File: src/sv/tetra_plane_cut_filter_unit_macros.svh
// Assertion macros for the tetrahedron plane-cut filter.
// Define ASSERT_OFF to compile every check away.
`ifndef TETRA_PLANE_CUT_FILTER_UNIT_MACROS_SVH
`define TETRA_PLANE_CUT_FILTER_UNIT_MACROS_SVH
`ifndef ASSERT_OFF
// Clocked check, disabled while reset is asserted.
`define TPCF_ASSERT(lbl, clk, rst_n, prop, msg) \
    lbl: assert property (@(posedge clk) disable iff (!rst_n) prop) else $error(msg);
// Clocked check that also holds during reset.
`define TPCF_ASSERT_ALWAYS(lbl, clk, prop, msg) \
    lbl: assert property (@(posedge clk) prop) else $error(msg);
`else
`define TPCF_ASSERT(lbl, clk, rst_n, prop, msg)
`define TPCF_ASSERT_ALWAYS(lbl, clk, prop, msg)
`endif
`endif

File: src/sv/tpcf_pkg.sv
// Shared types and constants of the tetrahedron plane-cut filter.
// Used by tpcf_vstore, tpcf_mac and tetra_plane_cut_filter_unit.
package tpcf_pkg;

    localparam int COORD_BITS    = 32;
    localparam int EDGE_BITS     = COORD_BITS + 1;
    localparam int VADDR_BITS    = 16;
    localparam int VERTEX_DEPTH  = 2 ** VADDR_BITS;
    localparam int VCOUNT_BITS   = VADDR_BITS + 1;
    localparam int VERTEX_BITS   = 3 * COORD_BITS;
    localparam int TET_BITS      = 24;
    localparam int TOL_BITS      = 63;
    localparam logic [TOL_BITS-1:0] TOL_RESET = 63'd281474977;

    // multiplier and accumulator widths
    localparam int MINOR_LO_BITS = EDGE_BITS + 1;
    localparam int OPA_BITS      = MINOR_LO_BITS + 1;
    localparam int PROD_BITS     = OPA_BITS + EDGE_BITS;
    localparam int MINOR_BITS    = 2 * EDGE_BITS + 1;
    localparam int DET_BITS      = 104;
    localparam int CHECK_BITS    = 64;

    // stream and configuration widths
    localparam int S_DATA_BITS   = 200;
    localparam int S_USER_BITS   = 2;
    localparam int M_DATA_BITS   = 2 * TET_BITS;
    localparam int CFG_IDX_BITS  = 2;
    localparam int CFG_DATA_BITS = TOL_BITS;
    localparam int AXIS_BITS     = 2;

    localparam logic [AXIS_BITS-1:0] AXIS_X = 2'd0;
    localparam logic [AXIS_BITS-1:0] AXIS_Y = 2'd1;
    localparam logic [AXIS_BITS-1:0] AXIS_Z = 2'd2;

    // steps of one determinant term
    localparam int PHASE_BITS = 3;
    localparam logic [PHASE_BITS-1:0] PH_MIN0 = 3'd0;
    localparam logic [PHASE_BITS-1:0] PH_MIN1 = 3'd1;
    localparam logic [PHASE_BITS-1:0] PH_WAIT = 3'd2;
    localparam logic [PHASE_BITS-1:0] PH_LO   = 3'd3;
    localparam logic [PHASE_BITS-1:0] PH_HI   = 3'd4;
    localparam logic [1:0] TERM_LAST = 2'd2;

    typedef enum logic [1:0] {
        CMD_WRITE = 2'd0,
        CMD_TEST  = 2'd1,
        CMD_PASS  = 2'd2
    } t_cmd;

    typedef enum logic [CFG_IDX_BITS-1:0] {
        REG_AXIS   = 2'd0,
        REG_PLANE  = 2'd1,
        REG_VCOUNT = 2'd2,
        REG_TOL    = 2'd3
    } t_cfg_reg;

    typedef enum logic [2:0] {
        ST_IDLE,
        ST_READ,
        ST_MAC,
        ST_DRAIN,
        ST_ABS,
        ST_CHECK,
        ST_EMIT
    } t_state;

    typedef enum logic [1:0] {
        SRC_EDGE     = 2'd0,
        SRC_MINOR_LO = 2'd1,
        SRC_MINOR_HI = 2'd2
    } t_src;

    typedef struct packed {
        logic en;
        t_src a_src;
        logic dest_det;
        logic sub;
        logic load;
    } t_mac_ctl;

endpackage

File: src/sv/tpcf_mac.sv
// Shared multiply-accumulate unit for the 3x3 determinant: registered product,
// then a minor accumulator and a full-width determinant accumulator. Uses tpcf_pkg.
`include "tetra_plane_cut_filter_unit_macros.svh"
module tpcf_mac import tpcf_pkg::*; (
    input  logic                        i_clk,
    input  logic                        i_rst_n,
    input  t_mac_ctl                    i_ctl,
    input  logic signed [EDGE_BITS-1:0] i_edge_a,
    input  logic signed [EDGE_BITS-1:0] i_edge_b,
    output logic signed [DET_BITS-1:0]  o_det
);

    t_mac_ctl                     r_ctl1;
    logic signed [PROD_BITS-1:0]  r_prod;
    logic signed [MINOR_BITS-1:0] r_minor;
    logic signed [DET_BITS-1:0]   r_det;

    logic signed [OPA_BITS-1:0]   w_op_a;
    logic signed [MINOR_BITS-1:0] w_p_minor;
    logic signed [MINOR_BITS-1:0] w_t_minor;
    logic signed [DET_BITS-1:0]   w_p_det;
    logic signed [DET_BITS-1:0]   w_t_det;
    logic signed [MINOR_BITS-1:0] n_minor;
    logic signed [DET_BITS-1:0]   n_det;

    // The minor is split: unsigned low part and signed high part, weight 2^MINOR_LO_BITS.
    always_comb begin
        unique case (i_ctl.a_src)
            SRC_EDGE:     w_op_a = OPA_BITS'(i_edge_a);
            SRC_MINOR_LO: w_op_a = {1'b0, r_minor[MINOR_LO_BITS-1:0]};
            SRC_MINOR_HI: w_op_a = OPA_BITS'($signed(r_minor[MINOR_BITS-1:MINOR_LO_BITS]));
            default:      w_op_a = '0;
        endcase
    end

    always_ff @(posedge i_clk) begin
        if (!i_rst_n) begin
            r_ctl1 <= '0;
        end else begin
            r_ctl1 <= i_ctl;
        end
    end

    always_ff @(posedge i_clk) begin
        r_prod <= w_op_a * i_edge_b;
    end

    always_comb begin
        w_p_minor = r_prod[MINOR_BITS-1:0];
        w_t_minor = r_ctl1.sub ? -w_p_minor : w_p_minor;
        n_minor   = r_ctl1.load ? w_t_minor : r_minor + w_t_minor;

        w_p_det = DET_BITS'(r_prod);
        if (r_ctl1.a_src == SRC_MINOR_HI) begin
            w_p_det = w_p_det <<< MINOR_LO_BITS;
        end
        w_t_det = r_ctl1.sub ? -w_p_det : w_p_det;
        n_det   = r_ctl1.load ? w_t_det : r_det + w_t_det;
    end

    always_ff @(posedge i_clk) begin
        if (r_ctl1.en && !r_ctl1.dest_det) begin
            r_minor <= n_minor;
        end
        if (r_ctl1.en && r_ctl1.dest_det) begin
            r_det <= n_det;
        end
    end

    assign o_det = r_det;

    `TPCF_ASSERT(a_minor_ready, i_clk, i_rst_n, (i_ctl.en && i_ctl.a_src != SRC_EDGE) |-> !(r_ctl1.en && !r_ctl1.dest_det), "minor read while still accumulating")
    `TPCF_ASSERT(a_det_from_minor, i_clk, i_rst_n, (i_ctl.en && i_ctl.dest_det) |-> (i_ctl.a_src == SRC_MINOR_LO || i_ctl.a_src == SRC_MINOR_HI), "determinant fed from a raw edge product")
    `TPCF_ASSERT(a_minor_from_edge, i_clk, i_rst_n, (i_ctl.en && !i_ctl.dest_det) |-> (i_ctl.a_src == SRC_EDGE), "minor fed from the minor itself")

endmodule

File: config.mk
export PLATFORM = sky130hd
export DESIGN_NAME = tpcf_mac
export DESIGN_NICKNAME = d
export VERILOG_FILES = /design/src/sv/tpcf_pkg.sv /design/src/sv/tpcf_mac.sv
export VERILOG_INCLUDE_DIRS = /design/src /design/src/sv
export SDC_FILE = /design/constraint.sdc
export NUM_CORES = 2
export LEC_CHECK = 0
export BUFFER_PORTS_ARGS = -buffer_cell sky130_fd_sc_hd__buf_2
export CELL_PAD_IN_SITES_DETAIL_PLACEMENT = 1
export CELL_PAD_IN_SITES_GLOBAL_PLACEMENT = 1
export CORE_ASPECT_RATIO = 0.8
export CORE_MARGIN = 2
export CORE_UTILIZATION = 43
export CTS_BUF_LIST = sky130_fd_sc_hd__clkbuf_4
export DETAILED_ROUTE_END_ITERATION = 10
export PLACE_DENSITY_LB_ADDON = 0.12
export SLEW_MARGIN = 30
export SYNTH_ARGS = -nofsm -noshare
export SYNTH_HDL_FRONTEND = slang
export SYNTH_SLANG_ARGS = --single-unit
File: constraint.sdc
create_clock -name i_clk -period 26.7 [get_ports i_clk]
set_clock_uncertainty 0.1 [all_clocks]
set_input_delay 5.34 -clock i_clk [delete_from_list [all_inputs] [get_ports i_clk]]
set_output_delay 5.34 -clock i_clk [all_outputs]
set_load 0.01 [all_outputs]
### Yosys cells after proc, flatten, opt, wreduce, memory -nomap -nowiden

Index checks and enable logic that the tools add are counted.
Widths: inputs -> output; s select.

* reduce and logical (&&, ||, !) cells: 4
* equality and inequality tests: 3
* $mul: 1
* multiplexer cells: 6
* add/subtract/negate cells: 4

Operators with widths (count)
* $mux 104: 2
* $mux 67: 2
* $pmux 35 s3: 1
* $add 104x104->104: 1
* $neg 102->104: 1
* $mux 101: 1
* $mul 35x33->68: 1
* $add 67x67->67: 1
* $neg 67->67: 1
* $eq 2x2->1 const B: 2
* $eq 2x1->1 const B: 1
* $logic_and 1x1->1: 2
* $logic_not 2->1: 1
* $logic_not 1->1: 1

* output and inout port bits: 104
* bits of input ports: 74
* logic and storage cells: 26
* bits in registers: 245

### Depth between registers and ports, before layout

* depth after elaboration: 6
* depth in mapped cells: 36
* mapped depth without buffers: 32

### Worst setup path after synthesis

No wires, ideal clock.

* path type: input port to flip-flop
* from: input port i_ctl[3] (netlist bit)
* to: register r_prod[67]
* setup time: 122 ps
* path buffers: 5
* path slack: 12250 ps
* required time: 26478 ps
* data arrival time: 14229 ps
* cell stages on the path: 33
* cell sequence: buf_1 > clkbuf_1 > clkbuf_1 > a21oi_1 > a21oi_1 > clkbuf_1 > nand2_1 > fa_1 > inv_1 > fa_1 > inv_1 > fa_1 > inv_1 > fa_1 > fa_1 > fa_1 > fa_1 > inv_1 > fa_1 > inv_1 > ha_1 > clkbuf_1 > a21o_1 > a31oi_1 > o21ai_0 > a21oi_1 > o21bai_1 > a21o_1 > a2111oi_0 > o31a_1 > o21ai_0 > a311o_1 > o311a_1

* longest elaborated chain between the ends: 3
* elaborated cells between the ends (all ways): 5
* those cells by class: mul (1); eq/ne (2); mux (1); reduce/logical (1)

Ends and longest elaborated chain
* start, declared: RTL line tpcf_mac.sv:7 `input t_mac_ctl i_ctl,`
* $eq 2x2->1 (tied with other cells): RTL line tpcf_mac.sv:28 `unique case (i_ctl.a_src)`
* $pmux 35 s3 (*): RTL line tpcf_mac.sv:28
* $mul 35x33->68 (*): RTL line tpcf_mac.sv:45 `r_prod <= w_op_a * i_edge_b;`
* end signal, assigned: RTL line tpcf_mac.sv:45
* end, declared: RTL line tpcf_mac.sv:14 `logic signed [PROD_BITS-1:0] r_prod;`

Mark *: on every way between the ends. The rest lies on a longest branch, timed or not.
A chain may end at the register's enable or synchronous reset.

### Worst setup path in the final report

* from: input port i_ctl[4] (netlist bit)
* to: register r_prod[66]

The elaborated chain is that of the path after synthesis.

==> results_tabular.tex <==
\begin{tabular}{lr}
\hline
Metric & Value \\
\hline
\multicolumn{2}{l}{\textbf{Outcome}} \\
Outcome & complete, no violations \\
\multicolumn{2}{l}{\textbf{Worst setup path}} \\
Crit-path slowest cell & sky130\_fd\_sc\_hd\_\_nor2\_2 \\
Maximum cell stage delay along the critical path & 0.73 ns \\
Critical Path Sink Type & register \\
Worst-path maximum fanout & 32 \\
Critical path's top delay family & adder cells \\
Required time of the critical path & 27.53 ns \\
Worst path buffer plus inverter count & 7 \\
Most used cell along the critical path & sky130\_fd\_sc\_hd\_\_fa\_1 \\
Worst Path Arrival & 15.86 ns \\
Crit path launch type & primary input \\
Category of the most critical setup path & primary input to register \\
\multicolumn{2}{l}{\textbf{Clocking}} \\
Number of hold buffers added after cts & 0 \\
Clock Root Buffer & sky130\_fd\_sc\_hd\_\_clkbuf\_4 \\
Number of resized instances in the post-cts repair step & 0 \\
Clock-pin slew on the worst setup and hold paths & 0.08 ns \\
H-tree levels & 3 \\
CTS sink cnt & 245 \\
Number of buffers between clock root and the deepest sink & 3 \\
Clock tree from TritonCTS & built \\
Total clock buffers created by CTS & 71 \\
Clock latency of the later-clocked register in the worst-skew pair & 1.05 ns \\
Setup fix buffers added after clock tree synthesis & 0 \\
\multicolumn{2}{l}{\textbf{Route}} \\
Met3 layer wire length in the routed design & 17200 µm \\
Metal1 wirelength & 112000 µm \\
Drt drc & 0 \\
Iteration-0 DRC Markers & 4246 \\
Detail Route Antenna Nets & 0 \\
First-pass detailed-route iteration total & 5 \\
Met2 Wirelength & 110000 µm \\
Routed vias/inst & 5.67 \\
Final wirelength & 245000 µm \\
Highest Signal Layer & met5 \\
Total via count in the routed design & 54200 \\
Drt wl/cell & 25.6 µm \\
\multicolumn{2}{l}{\textbf{Finish}} \\
Most common cell after layout, fill and taps aside & sky130\_fd\_sc\_hd\_\_inv\_1 \\
Layout cell share with drive strength beyond 1 & 0.0672 \\
Most used cells in the layout excluding fill and tap cells & 1253 x sky130\_fd\_sc\_hd\_\_inv\_1, 1206 x sky130\_fd\_sc\_hd\_\_fa\_1, 948 x sky130\_fd\_sc\_hd\_\_nand2\_1, 596 x sky130\_fd\_sc\_hd\_\_and2\_1, 393 x sky130\_fd\_sc\_hd\_\_a21oi\_1 \\
Number of non-filler instances in the completed layout & 9555 \\
Area overhead of the layout relative to synthesis & 5.69\% \\
Final net count & 9158 \\
\multicolumn{2}{l}{\textbf{STA}} \\
Final Hold Fails & 0 \\
Final setup TNS & 0 ns \\
Fin. max-slew vios & 0 \\
Achievable frequency & 66.5 MHz \\
Rel. slew slack & 0.283 \\
Number of setup violations in the final report & 0 \\
Final period util & 0.563 \\
RSZ-0062 raised after global routing & false \\
Min Clock Period, post-route & 15.04 ns \\
WHS & 0.591 ns \\
Worst Max-Slew Pin Slew & 1.06 ns \\
\multicolumn{2}{l}{\textbf{Floorplan}} \\
Die extent in x & 439 µm \\
Core Area & 0.150 mm² \\
Starting utilization of the core area & 0.434 \\
Number of placement rows & 127 \\
Number of primary I/O pins & 178 \\
Die outline height & 352 µm \\
Die area & 0.155 mm² \\
\multicolumn{2}{l}{\textbf{Synthesis}} \\
Area share of the leading cell type in the synthesized netlist & 0.371 \\
Instance count of the mapped netlist & 7587 \\
Mapped cell area & 0.0652 mm² \\
Cell types with the largest area share after synthesis & sky130\_fd\_sc\_hd\_\_fa\_1 37\%, sky130\_fd\_sc\_hd\_\_edfxtp\_1 7.9\%, sky130\_fd\_sc\_hd\_\_ha\_1 7.5\% \\
Fraction of registers with async set/reset & 0 \\
EDFF count, synth & 171 \\
Warning count from the yosys run & 0 \\
Flip-flop and latch count after synthesis & 245 \\
Commonest register cell after synthesis & sky130\_fd\_sc\_hd\_\_edfxtp\_1 \\
Syn nets & 9262 \\
Cell taking the most area after synthesis & sky130\_fd\_sc\_hd\_\_fa\_1 \\
Average size of a mapped cell & 8.60 µm² \\
Sequential cell area fraction in the yosys report & 0.101 \\
Count of distinct cell types in the synthesized netlist & 91 \\
\multicolumn{2}{l}{\textbf{GRT}} \\
GRT Resource Usage Total & 0.320 \\
Gr ovfl total & 0 \\
Initial antenna violation count & 25 \\
Pin count of the biggest net entering global routing & 107 \\
First-pass GRT wire length & 375000 µm \\
Via count of the first global-routing pass & 58900 \\
\multicolumn{2}{l}{\textbf{Placement}} \\
Post-Place Cells & 9407 \\
Placer's final routability congestion estimate & 0.952 \\
Placed wire-length estimate after detailed placement & 194000 µm \\
Count of input and output buffers & 177 \\
\multicolumn{2}{l}{\textbf{Min path}} \\
Classification of the worst-slack hold path & register to register \\
\multicolumn{2}{l}{\textbf{Run}} \\
Max-cap viol count & 0 \\
\hline
\end{tabular}
[kinds of logic after synthesis]
group	Yosys count	synth area share
muxes	83	0.0129
and+or+nand+nor	2346	0.175
DFF	245	0.101
buffers and inverters	1713	0.0991
xor gates and xnor gates	356	0.0479
adders and majority gates	1601	0.446
AOI/OAI and AO/OA	1243	0.118
[final cells by class]
cell class              count  area, µm²
diodes                     15       37.5
clock buffers             106        796
clock inverters            25        159
fillers                 17800      81200
inverters                1255       4720
multi-input cells        5629      52400
flip-flops and latches    245       6620
well taps                1999       2500
repair buffers            281       1720
[layer usage]
metal | vias to the layer above | global-route usage
met5 | - | 0
met4 | 4 | 0.0677
met3 | 286 | 0.0547
met2 | 1667 | 0.501
met1 | 28400 | 0.462
li1 | 23800 | -
[worst paths after layout]
| kind | from | end | slack [ns] | cells past startpoint |
|---|---|---|---|---|
| setup / recovery | i_ctl[4] | r_prod[66] | 11.66 | 32 |
| hold / removal | r_ctl1[5] | r_minor[31] | 0.59 | 1 |
| setup reg to reg | r_minor[66] | r_prod[66] | 16.20 | 31 |
| hold reg to reg | r_ctl1[5] | r_minor[31] | 0.59 | 1 |
[synth_stat cells (78+ instances only)]
library cell	instances
sky130_fd_sc_hd__nor2_1	348
sky130_fd_sc_hd__xnor2_1	192
sky130_fd_sc_hd__a21o_1	179
sky130_fd_sc_hd__ha_1	392
sky130_fd_sc_hd__xor2_1	163
sky130_fd_sc_hd__fa_1	1209
sky130_fd_sc_hd__a21oi_1	395
sky130_fd_sc_hd__clkbuf_1	415
sky130_fd_sc_hd__o21ai_0	304
sky130_fd_sc_hd__nor3_1	78
sky130_fd_sc_hd__nand2_1	948
sky130_fd_sc_hd__nand3_1	85
sky130_fd_sc_hd__inv_1	1253
sky130_fd_sc_hd__edfxtp_1	171
sky130_fd_sc_hd__and2_1	597
[flip-flops by register name, summed over array words and instances, names as in the netlist]
| register | flops |
|---|---|
| r_ctl1 | 6 |
| o_det | 104 |
| r_prod | 68 |
| r_minor | 67 |
[stage by stage]
step	utilization	setup slack [ns]	cell area [µm²]
4_1_cts	0.458	11.65	68800
5_1_grt	0.459	11.23	68900
6_report	0.459	11.66	68900
3_3_place_gp	0.452	10.72	67900
2_1_floorplan	-	12.25	65200
3_5_place_dp	0.452	10.53	67900
Power is left out: the tool's default activity adds up to more than one toggle a clock period on the data nets, which glitch-free logic cannot reach.
